`config.mk`:
```
export PLATFORM = sky130hd
export DESIGN_NAME = morse_timing_classifier
export DESIGN_NICKNAME = d
export VERILOG_FILES = /design/src/mtc_pkg.sv /design/src/morse_timing_classifier.sv /design/src/mtc_decide.sv
export SDC_FILE = /design/constraint.sdc
export NUM_CORES = 1
export LEC_CHECK = 0
export BUFFER_PORTS_ARGS = -buffer_cell sky130_fd_sc_hd__clkbuf_2
export CORE_ASPECT_RATIO = 1.1
export CORE_MARGIN = 4
export CORE_UTILIZATION = 33
export CTS_BUF_LIST = sky130_fd_sc_hd__clkbuf_8
export DETAILED_ROUTE_END_ITERATION = 16
export PLACE_DENSITY_LB_ADDON = 0.05
export SLEW_MARGIN = 20
export SYNTH_ARGS = -nofsm -noshare
export SYNTH_HDL_FRONTEND = slang
export SYNTH_SLANG_ARGS = --single-unit
```
`constraint.sdc`:
```
create_clock -name clk -period 21.8 [get_ports clk]
set_clock_uncertainty 0.2 [all_clocks]
set_input_delay 3.27 -clock clk [delete_from_list [all_inputs] [get_ports clk]]
set_output_delay 3.27 -clock clk [all_outputs]
set_load 0.05 [all_outputs]
```
`src/mtc_pkg.sv`:
```
`default_nettype none

package mtc_pkg;

  // Tick counter width; stamps and all stored times wrap at 2^TIME_BITS.
  localparam int TIME_BITS = 16;

  localparam int CFG_BITS = 8;
  localparam int CMD_BITS = 2;
  localparam int SYM_BITS = 3;
  localparam int CFG_IDX_BITS = 1;

  // Width of the calibration cross-products (largest factor is 301 < 2^9).
  localparam int CAL_BITS = TIME_BITS + 9;
  // Signed width of the timing windows: up to 7*(dot+tol) plus a sign bit.
  localparam int WIN_BITS = TIME_BITS + 5;

  localparam int CAL_FIRST_MUL = 100;
  localparam int CAL_SHORT_MUL = 35;
  localparam int CAL_LONG_MUL = 301;

  localparam logic [CFG_BITS-1:0] TOL_RESET = CFG_BITS'(10);
  localparam logic [CFG_BITS-1:0] FOFS_RESET = CFG_BITS'(5);

  localparam logic [CFG_IDX_BITS-1:0] REG_TOLERANCE = CFG_IDX_BITS'(0);
  localparam logic [CFG_IDX_BITS-1:0] REG_FALL_OFFSET = CFG_IDX_BITS'(1);

  localparam logic [CMD_BITS-1:0] CMD_RISE = CMD_BITS'(0);
  localparam logic [CMD_BITS-1:0] CMD_FALL = CMD_BITS'(1);
  localparam logic [CMD_BITS-1:0] CMD_BUTTON = CMD_BITS'(2);

  localparam logic [SYM_BITS-1:0] SYM_NONE = SYM_BITS'(0);
  localparam logic [SYM_BITS-1:0] SYM_DOT = SYM_BITS'(1);
  localparam logic [SYM_BITS-1:0] SYM_DASH = SYM_BITS'(2);
  localparam logic [SYM_BITS-1:0] SYM_CHAR = SYM_BITS'(3);
  localparam logic [SYM_BITS-1:0] SYM_WORD = SYM_BITS'(4);
  localparam logic [SYM_BITS-1:0] SYM_BADGAP = SYM_BITS'(5);
  localparam logic [SYM_BITS-1:0] SYM_BADPULSE = SYM_BITS'(6);
  localparam logic [SYM_BITS-1:0] SYM_CAL = SYM_BITS'(7);

  typedef enum logic [5:0] {
    M_CAL_RISE = 6'b000001,
    M_CAL_FALL = 6'b000010,
    M_EOC_RISE = 6'b000100,
    M_EOC_FALL = 6'b001000,
    M_DEC_FALL = 6'b010000,
    M_DEC_RISE = 6'b100000
  } mode_t;

  typedef struct packed {
    mode_t                mode;
    logic [TIME_BITS-1:0] rise_time;
    logic [TIME_BITS-1:0] fall_time;
    logic [TIME_BITS-1:0] dot_length;
    logic [TIME_BITS-1:0] first_width;
  } mtc_state_t;

endpackage

`default_nettype wire

```
`src/morse_timing_classifier.sv`:
```
`default_nettype none

// Morse timing classifier: feed it timestamped line rise, line fall and
// button events; it learns the dot length from a pair of pulses (reported
// as symbol 7), then reports each gap after it as no symbol (one dot),
// character end, word end or bad gap, and once a character or word end is
// seen, each pulse as dot, dash or bad pulse; the windows are one, three
// and seven times dot+-tolerance. Every accepted item gives exactly one
// result item, with symbol 0 when nothing is to be reported. It takes one
// item per clock cycle while the input is not stalled; an accepted item is
// held in the input register, which feeds the decision logic, which loads
// the result register and updates the timing state. The input stalls only
// while its register holds an item and a result is stalled. Write
// tolerance and fall_offset only while no items are in flight.
module morse_timing_classifier (
  input  logic                                 clk,
  input  logic                                 rst_n,
  input  logic                                 in_valid,
  output logic                                 in_stall,
  input  logic [mtc_pkg::CMD_BITS-1:0]         in_cmd,
  input  logic [mtc_pkg::TIME_BITS-1:0]        in_stamp,
  output logic                                 out_valid,
  input  logic                                 out_stall,
  output logic [mtc_pkg::SYM_BITS-1:0]         out_symbol,
  output logic [mtc_pkg::TIME_BITS-1:0]        out_dot_ticks,
  input  logic                                 cfg_we,
  input  logic [mtc_pkg::CFG_IDX_BITS-1:0]     cfg_index,
  input  logic [mtc_pkg::CFG_BITS-1:0]         cfg_wdata
);
  import mtc_pkg::*;

  logic                 s1_valid_r;
  logic                 s1_valid_nxt;
  logic [CMD_BITS-1:0]  s1_cmd_r;
  logic [TIME_BITS-1:0] s1_stamp_r;
  logic                 out_valid_r;
  logic                 out_valid_nxt;
  logic [SYM_BITS-1:0]  out_symbol_r;
  logic [TIME_BITS-1:0] out_dot_r;
  logic [CFG_BITS-1:0]  tol_r;
  logic [CFG_BITS-1:0]  fofs_r;
  mtc_state_t           state_r;
  mtc_state_t           state_nxt;
  logic [SYM_BITS-1:0]  sym_nxt;
  logic                 out_free;
  logic                 in_acc;
  logic                 proc;

  assign out_free = !out_valid_r || !out_stall;
  assign in_stall = s1_valid_r && !out_free;
  assign in_acc = in_valid && !in_stall;
  assign proc = s1_valid_r && out_free;

  assign s1_valid_nxt = out_free ? in_valid : (s1_valid_r || in_valid);
  assign out_valid_nxt = out_free ? s1_valid_r : out_valid_r;

  mtc_decide u_decide (
    .st          (state_r),
    .cmd         (s1_cmd_r),
    .stamp       (s1_stamp_r),
    .tolerance   (tol_r),
    .fall_offset (fofs_r),
    .st_nxt      (state_nxt),
    .symbol      (sym_nxt)
  );

  always_ff @(posedge clk) begin
    if (!rst_n) begin
      s1_valid_r <= 1'b0;
      out_valid_r <= 1'b0;
      tol_r <= TOL_RESET;
      fofs_r <= FOFS_RESET;
      state_r.mode <= M_CAL_RISE;
      state_r.rise_time <= '0;
      state_r.fall_time <= '0;
      state_r.dot_length <= '0;
      state_r.first_width <= '0;
    end else begin
      s1_valid_r <= s1_valid_nxt;
      out_valid_r <= out_valid_nxt;
      if (cfg_we) begin
        unique case (cfg_index)
          REG_TOLERANCE:   tol_r <= cfg_wdata;
          REG_FALL_OFFSET: fofs_r <= cfg_wdata;
          default: ;
        endcase
      end
      if (proc) begin
        state_r <= state_nxt;
      end
    end
  end

  always_ff @(posedge clk) begin
    if (in_acc) begin
      s1_cmd_r <= in_cmd;
      s1_stamp_r <= in_stamp;
    end
    if (proc) begin
      out_symbol_r <= sym_nxt;
      out_dot_r <= state_nxt.dot_length;
    end
  end

  assign out_valid = out_valid_r;
  assign out_symbol = out_symbol_r;
  assign out_dot_ticks = out_dot_r;

  // the dot length changes only together with a calibration result
  a_dot_only_on_cal: assert property (@(posedge clk) disable iff (!rst_n)
    ($past(rst_n) && state_r.dot_length != $past(state_r.dot_length)) |->
      (out_valid_r && out_symbol_r == SYM_CAL))
    else $error("dot length changed without calibration result");

  a_stall_needs_item: assert property (@(posedge clk) disable iff (!rst_n)
    in_stall |-> s1_valid_r)
    else $error("input stalled with empty input register");

  a_pulse_in_decode: assert property (@(posedge clk) disable iff (!rst_n)
    (proc && (sym_nxt == SYM_DOT || sym_nxt == SYM_DASH ||
              sym_nxt == SYM_BADPULSE)) |=> (state_r.mode == M_DEC_RISE))
    else $error("pulse classified outside decoding");

  a_button_silent: assert property (@(posedge clk) disable iff (!rst_n)
    (proc && s1_cmd_r == CMD_BUTTON) |=> (out_symbol_r == SYM_NONE))
    else $error("button press produced a symbol");

endmodule

`default_nettype wire

```
`src/mtc_decide.sv`:
```
`default_nettype none

module mtc_decide (
  input  mtc_pkg::mtc_state_t                st,
  input  logic [mtc_pkg::CMD_BITS-1:0]       cmd,
  input  logic [mtc_pkg::TIME_BITS-1:0]      stamp,
  input  logic [mtc_pkg::CFG_BITS-1:0]       tolerance,
  input  logic [mtc_pkg::CFG_BITS-1:0]       fall_offset,
  output mtc_pkg::mtc_state_t                st_nxt,
  output logic [mtc_pkg::SYM_BITS-1:0]       symbol
);
  import mtc_pkg::*;

  logic [TIME_BITS-1:0] fall_adj;
  logic [TIME_BITS-1:0] width;
  logic [TIME_BITS-1:0] gap;
  logic [CAL_BITS-1:0]  first_x;
  logic [CAL_BITS-1:0]  short_x;
  logic [CAL_BITS-1:0]  long_x;
  logic                 keep_first;
  logic                 keep_second;

  logic signed [WIN_BITS-1:0] dot_s;
  logic signed [WIN_BITS-1:0] tol_s;
  logic signed [WIN_BITS-1:0] lo1;
  logic signed [WIN_BITS-1:0] hi1;
  logic signed [WIN_BITS-1:0] lo3;
  logic signed [WIN_BITS-1:0] hi3;
  logic signed [WIN_BITS-1:0] lo7;
  logic signed [WIN_BITS-1:0] hi7;
  logic signed [WIN_BITS-1:0] gap_s;
  logic signed [WIN_BITS-1:0] width_s;
  logic [SYM_BITS-1:0]        gap_sym;
  logic [SYM_BITS-1:0]        pulse_sym;

  assign fall_adj = stamp - TIME_BITS'(fall_offset);
  // Pulse width ends at the adjusted fall; gap ends at the new rise.
  assign width = fall_adj - st.rise_time;
  assign gap = stamp - st.fall_time;

  assign first_x = CAL_BITS'(st.first_width) * CAL_BITS'(CAL_FIRST_MUL);
  assign short_x = CAL_BITS'(width) * CAL_BITS'(CAL_SHORT_MUL);
  assign long_x = CAL_BITS'(width) * CAL_BITS'(CAL_LONG_MUL);
  assign keep_first = first_x < short_x;
  assign keep_second = first_x >= long_x;

  assign dot_s = $signed(WIN_BITS'(st.dot_length));
  assign tol_s = $signed(WIN_BITS'(tolerance));
  assign lo1 = dot_s - tol_s;
  assign hi1 = dot_s + tol_s;
  assign lo3 = lo1 + (lo1 <<< 1);
  assign hi3 = hi1 + (hi1 <<< 1);
  assign lo7 = (lo1 <<< 3) - lo1;
  assign hi7 = (hi1 <<< 3) - hi1;
  assign gap_s = $signed(WIN_BITS'(gap));
  assign width_s = $signed(WIN_BITS'(width));

  always_comb begin
    priority if (gap_s > lo1 && gap_s < hi1) begin
      gap_sym = SYM_NONE;
    end else if (gap_s >= lo3 && gap_s <= hi3) begin
      gap_sym = SYM_CHAR;
    end else if (gap_s >= lo7 && gap_s <= hi7) begin
      gap_sym = SYM_WORD;
    end else begin
      gap_sym = SYM_BADGAP;
    end
  end

  always_comb begin
    priority if (width_s >= lo1 && width_s <= hi1) begin
      pulse_sym = SYM_DOT;
    end else if (width_s >= lo3 && width_s <= hi3) begin
      pulse_sym = SYM_DASH;
    end else begin
      pulse_sym = SYM_BADPULSE;
    end
  end

  always_comb begin
    st_nxt = st;
    symbol = SYM_NONE;
    unique case (cmd)
      CMD_BUTTON: begin
        // after calibration, restart it and keep the learned dot
        if (st.mode == M_EOC_RISE || st.mode == M_EOC_FALL ||
            st.mode == M_DEC_RISE || st.mode == M_DEC_FALL) begin
          st_nxt.mode = M_CAL_RISE;
          st_nxt.first_width = '0;
        end
      end
      CMD_RISE: begin
        unique case (st.mode)
          M_CAL_RISE: begin
            st_nxt.rise_time = stamp;
            st_nxt.mode = M_CAL_FALL;
          end
          M_EOC_RISE: begin
            st_nxt.rise_time = stamp;
            symbol = gap_sym;
            st_nxt.mode = (gap_sym == SYM_CHAR || gap_sym == SYM_WORD) ?
                          M_DEC_FALL : M_EOC_FALL;
          end
          M_DEC_RISE: begin
            st_nxt.rise_time = stamp;
            symbol = gap_sym;
            st_nxt.mode = M_DEC_FALL;
          end
          default: ;
        endcase
      end
      CMD_FALL: begin
        unique case (st.mode)
          M_CAL_FALL: begin
            st_nxt.fall_time = fall_adj;
            priority if (st.first_width == '0) begin
              st_nxt.first_width = width;
              st_nxt.mode = M_CAL_RISE;
            end else if (keep_first) begin
              st_nxt.dot_length = st.first_width;
              symbol = SYM_CAL;
              st_nxt.mode = M_EOC_RISE;
            end else if (keep_second) begin
              st_nxt.dot_length = width;
              symbol = SYM_CAL;
              st_nxt.mode = M_EOC_RISE;
            end else begin
              // slide the pair on
              st_nxt.first_width = width;
              st_nxt.mode = M_CAL_RISE;
            end
          end
          M_EOC_FALL: begin
            st_nxt.fall_time = fall_adj;
            st_nxt.mode = M_EOC_RISE;
          end
          M_DEC_FALL: begin
            st_nxt.fall_time = fall_adj;
            symbol = pulse_sym;
            st_nxt.mode = M_DEC_RISE;
          end
          default: ;
        endcase
      end
      default: ;
    endcase
  end

endmodule

`default_nettype wire

```
# Word level (Yosys, flattened, before mapping)
# Index checks and enable logic that the tools add are counted.
# W data, S select, Z words.
# totals
ff_bits	125
in_bits	32
out_inout_bits	21
elab_cells	115
# op_classes
n_eq_ne	16
add_sub_neg	9
order_cmp	12
mul	3
reduce_logical	31
mux	30
n_bitwise	1
# op_table
operator	n
$mux W16	8
$ge A17 B21 Y1	4
$le A17 B21 Y1	4
$pmux W22 S3	1
$add A21 B21 Y21	2
$sub A21 B21 Y21	2
$pmux W6 S3	2
$mux W32	1
$pmux W16 S2	1
$sub A16 B16 Y16	2
$mux W3	10
$ge A23 B25 Y1	1
$mul A16 B9 Y25 const B	1
$lt A23 B22 Y1	1
$mul A16 B6 Y22 const B	1
$gt A17 B21 Y1	1
$lt A17 B21 Y1	1
$mul A16 B5 Y21 const B	1
$add A16 B8 Y17	1
$sub A16 B8 Y17	1
$logic_not A16 Y1	1
$sub A16 B8 Y16	1
$mux W6	2
$pmux W3 S2	2
29 further kinds	50

# Longest topological paths before layout
# depth
word_depth	12
ltp_mapped	47
ltp_nobuf	45

# Hierarchy
# A second synthesis with hierarchy kept.
# unflattened
hier_cells	2739
area_unflattened_um2	21959.8
# modules_own_cells
module	instances	area_each_um2	seq_area_each_um2	cells_per_inst
mtc_decide	1	17604.4	0.0	2312
morse_timing_classifier	1	4355.4	2872.8	427

# Worst setup path before layout
# Ideal clock, no wire load.
# synth_path
path_type	register to register
from	register s1_stamp_r[0]
to	register state_r[30] in the netlist's numbering
period_less_slack_ns	10.054
required_ns	21.472
path_buffers	1
setup_ns	0.128
slack_ns	11.746
path_stages_with_launch	45
arrival_ns	9.726
cell_sequence	edfxtp_1 -> inv_1 -> ha_1 -> fa_1 -> nor2b_1 -> o21ai_0 -> a21boi_0 -> o21ai_0 -> a21boi_0 -> o21ai_0 -> nand2_1 -> xnor2_1 -> ha_1 -> o21ai_0 -> a21boi_0 -> o22ai_1 -> o21bai_1 -> a21oi_1 -> (+9 left out) -> a21o_1 -> a211oi_1 -> and3_1 -> a21oi_1 -> a21oi_1 -> o21bai_1 -> a21oi_1 -> xor2_1 -> ha_1 -> o21a_1 -> nor2_1 -> or4_1 -> a211oi_1 -> o211a_1 -> nand2_2 -> buf_2 -> o221ai_1 -> a21oi_1
# synth_between
elab_chain_len	9
elab_cells_between_ends	11
classes_between	2 x add/sub; 2 x mul; 2 x order compare; 5 x mux
# synth_rtl
element	line_no	text
start: declaration	morse_timing_classifier.sv:35	logic [TIME_BITS-1:0] s1_stamp_r;
start signal: assignment	morse_timing_classifier.sv:97	s1_stamp_r <= in_stamp;
$sub A16 B8 Y16 (*)	mtc_decide.sv:36	assign fall_adj = stamp - TIME_BITS'(fall_offset);
via u_decide.fall_adj[10]	mtc_decide.sv:14	logic [TIME_BITS-1:0] fall_adj;
$sub A16 B16 Y16 (*)	mtc_decide.sv:38	assign width = fall_adj - st.rise_time;
$mul A16 B9 Y25	mtc_decide.sv:43	assign long_x = CAL_BITS'(width) * CAL_BITS'(CAL_LONG_MUL);
$ge A23 B25 Y1	mtc_decide.sv:45	assign keep_second = first_x >= long_x;
$mux W16	mtc_decide.sv:123	end else if (keep_second) begin
$mux W16 (*)	mtc_decide.sv:119	end else if (keep_first) begin
$mux W16 (*)	mtc_decide.sv:116	priority if (st.first_width == '0) begin
$mux W32 (*)	mtc_decide.sv:113	unique case (st.mode)
$mux W16 (*)	mtc_decide.sv:83	unique case (cmd)
end signal: assignment	morse_timing_classifier.sv:89	state_r <= state_nxt;
end: declaration	morse_timing_classifier.sv:42	mtc_state_t state_r;
# Mark *: on every way through the listed nets, which the timed path passes. The rest lies on a longest branch. The select of a mux whose other input is x is not followed.
# A chain may end at the register's enable or synchronous reset.

# Worst setup path in the final report
# layout_path
from	register s1_stamp_r[0]
to	register state_r[31] in the netlist's numbering
# The elaborated chain is that of the path after synthesis.

==> results.ini <==
[setup_path]
crit_required_ps=21980
crit-reg2reg-launch=s1_stamp_r[0]
crit_slowest_cell=a211oi_2
worstSetupStartpointType=flop
endpoint_kind=flop
crit_top_cell=inv_1
cp.buffers_inverters=6
worst-path-max-fanout=17
crit_family=compound AO/OA/AOI/OAI gates
cp.arrival_ps=11920
slowest_delay_ps=670
startpoint=s1_stamp_r[0]
critPathKind=flop to flop

[cts]
cts_resized=0
cts-root-buf=clkbuf_8
cts.sinks=125
hold_buffers=0
cts_buffers=17
cts_tree=yes
h-tree-depth=4
clockBufferDepth=2
clkTransAtPathRegs_ps=90
clock_latency_ps=480
postCtsSetupBuffers=0

[place]
dp_hpwl_mm=62.3
post-place-ws_ps=10170
numPortBuffers=52
gp_congestion=0.876

[sta]
setup_violations=0
hold_viol=0
timing.final.crit_share_pct=53.9
maxSlewViolCount=0
rsz0062_at_grt=no
fin_setup_tns_ps=0
layout_setup_ws_ps=10060
worstMarginPinSlew_ps=1110
slew_headroom_pct=25.4
fmax_ghz=0.0852
finalCriticalPeriod_ps=11740

[synth]
synth.cell_area_um2=21300
async_flop_share_pct=0
synth_edf_count=37
ys_ff_latch=125
synth_common_cells=ha_1 (475), inv_1 (379), a21oi_1 (189)
post_synth.cell_area_avg_um2=8.19
yosys_most_used_dff=dfxtp_1
synth.distinct_cells=89
synth_area_leader_cell=ha_1
yosysTopAreaCellShare_pct=27.9
synth_area_leaders=ha_1 (28%), dfxtp_1 (8.3%), inv_1 (6.7%)
syn_inst=2598
yosys_warnings=0
synth.most_common_cell=ha_1
syn-num-nets=3171
synth_seq_area_share_pct=13.5

[grt]
grt_pass1_vias=18900
grt_pass1_wl_mm=115
antenna_found_initial=0
grt_max_degree=57
grt_usage_pct=21.6
grt-ovfl-total=0

[final_layout]
multiInputGateArea_um2=16900
drive_above_1_share_pct=6.93
fin_nets=3245
seq_area_um2=2870
fillCellCount=6768
n_antenna_cell=0
syn2layout_area_growth_pct=9.26

[pwr]
p_leak_uw=0.0109
power.share.sequential_pct=7.2
p_int_uw=1610
ir_drop_mv=0.190
power_frac_comb_pct=86.4
clock_power_share_pct=6.4
sw_frac_of_total_pct=53.8
power_density_nw_per_um2=149
p_sw_uw=1870

[detailed_routing]
avgViaCountPerCell=5.40
ant_nets=0
routedWlPerCell_um=21.4
vias=19000
drt-initial-drc-count=1032
wirelength_mm=75.6
drc=0
dr.pass1.iters=6

[status]
status=completed

[run]
drv_cap=0

[die]
core_area_um2=63800
start_util_pct=33.3
fp.dieH_um=274
die_x_um=250
row_count=97
io_pins=53
die-area_um2=68600

[worst_hold_path]
hold_start=fofs_r[6]
hp-class=flop to flop

## registers in the layout, indices dropped and copies added (netlist names), 2 cells and up
name and flops:
s1_cmd_r 2, fofs_r 8, s1_stamp_r 16, out_dot_ticks 16, tol_r 8, state_r 70
out_symbol 3
## cell usage in the layout, fill, tap and decap left out, types with 48 or more instances in the layout
cell type and instances:
xor2_1 61, ha_1 475, nor2_1 150, a21o_1 48
fa_1 66, inv_1 379, clkbuf_2 52, o21ai_0 88
dfxtp_1 88, nand2_1 155, a21oi_1 189, xnor2_1 90
nand3_1 61
## worst min-delay path, cell delays in order, from the launching register on
cell	delay (ps)
dfxtp_1	310
nand2_1	50
a21oi_1	50
## routing by layer
layer / part of all wire (%) / global-route usage (%) / vias to the layer above / wire length [um]
met5: 0 / 0 / - / 0
met4: 2.6 / 5.90 / 0 / 1990
met3: 3.1 / 2.00 / 90 / 2370
met2: 50 / 39.6 / 430 / 37700
met1: 44 / 27.2 / 9020 / 33500
li1: - / - / 9486 / -
## area by class of cell
cell class                      count  share of cell area (%)
Tap cell                          841                    4.53
Multi-Input combinational cell   2053                    72.8
Clock buffer                       19                    1.12
Inverter                          384                    6.20
Timing Repair Buffer               91                    2.38
Clock inverter                     13                   0.651
Sequential cell                   125                    12.4
## cell families (layout without fill, tap and decap cells)
logic type / count (synthesis) / count (layout) / share of synthesized area (%)
multiplexers: 36 / 36 / 1.73
AO/OA/AOI/OAI: 658 / 658 / 20.8
flip-flops: 125 / 125 / 13.5
adder cells (fa/ha/maj): 541 / 541 / 34.1
XOR/XNOR: 165 / 165 / 6.86
buffers and inverters: 420 / 507 / 7.52
AND/OR/NAND/NOR: 653 / 653 / 15.4
## final timing paths
path,slack (ps),cells after the start,to
worst max register to register,10060,43,state_r[31]
worst max-delay path,10060,43,state_r[31]
worst min register to register,260,2,fofs_r[6]
worst min-delay path,260,2,fofs_r[6]
## metrics by stage
stage | util (%) | hold slack [ps] | instances | instance area [um2] | total power (uW)
floorplan | - | 236 | 2598 | 21300 | 2560
global placement | 35.7 | 247 | 3494 | 22800 | 3240
detailed placement | 35.8 | 253 | 3494 | 22800 | 3280
CTS | 36.4 | 264 | 3526 | 23200 | 3530
global route | 36.4 | 272 | 3526 | 23200 | 3960
finish | 36.4 | 258 | 3526 | 23200 | 3470
## power groups by stage
stage | sequential [uW] | clock (uW) | combinational, uW
2_1_floorplan | 258 | 0 | 2300
3_3_place_gp | 256 | 0 | 2990
3_5_place_dp | 256 | 0 | 3020
4_1_cts | 251 | 229 | 3050
5_1_grt | 252 | 238 | 3470
6_report | 251 | 222 | 3000
No activity file was read; power rests on OpenSTA's default activity.
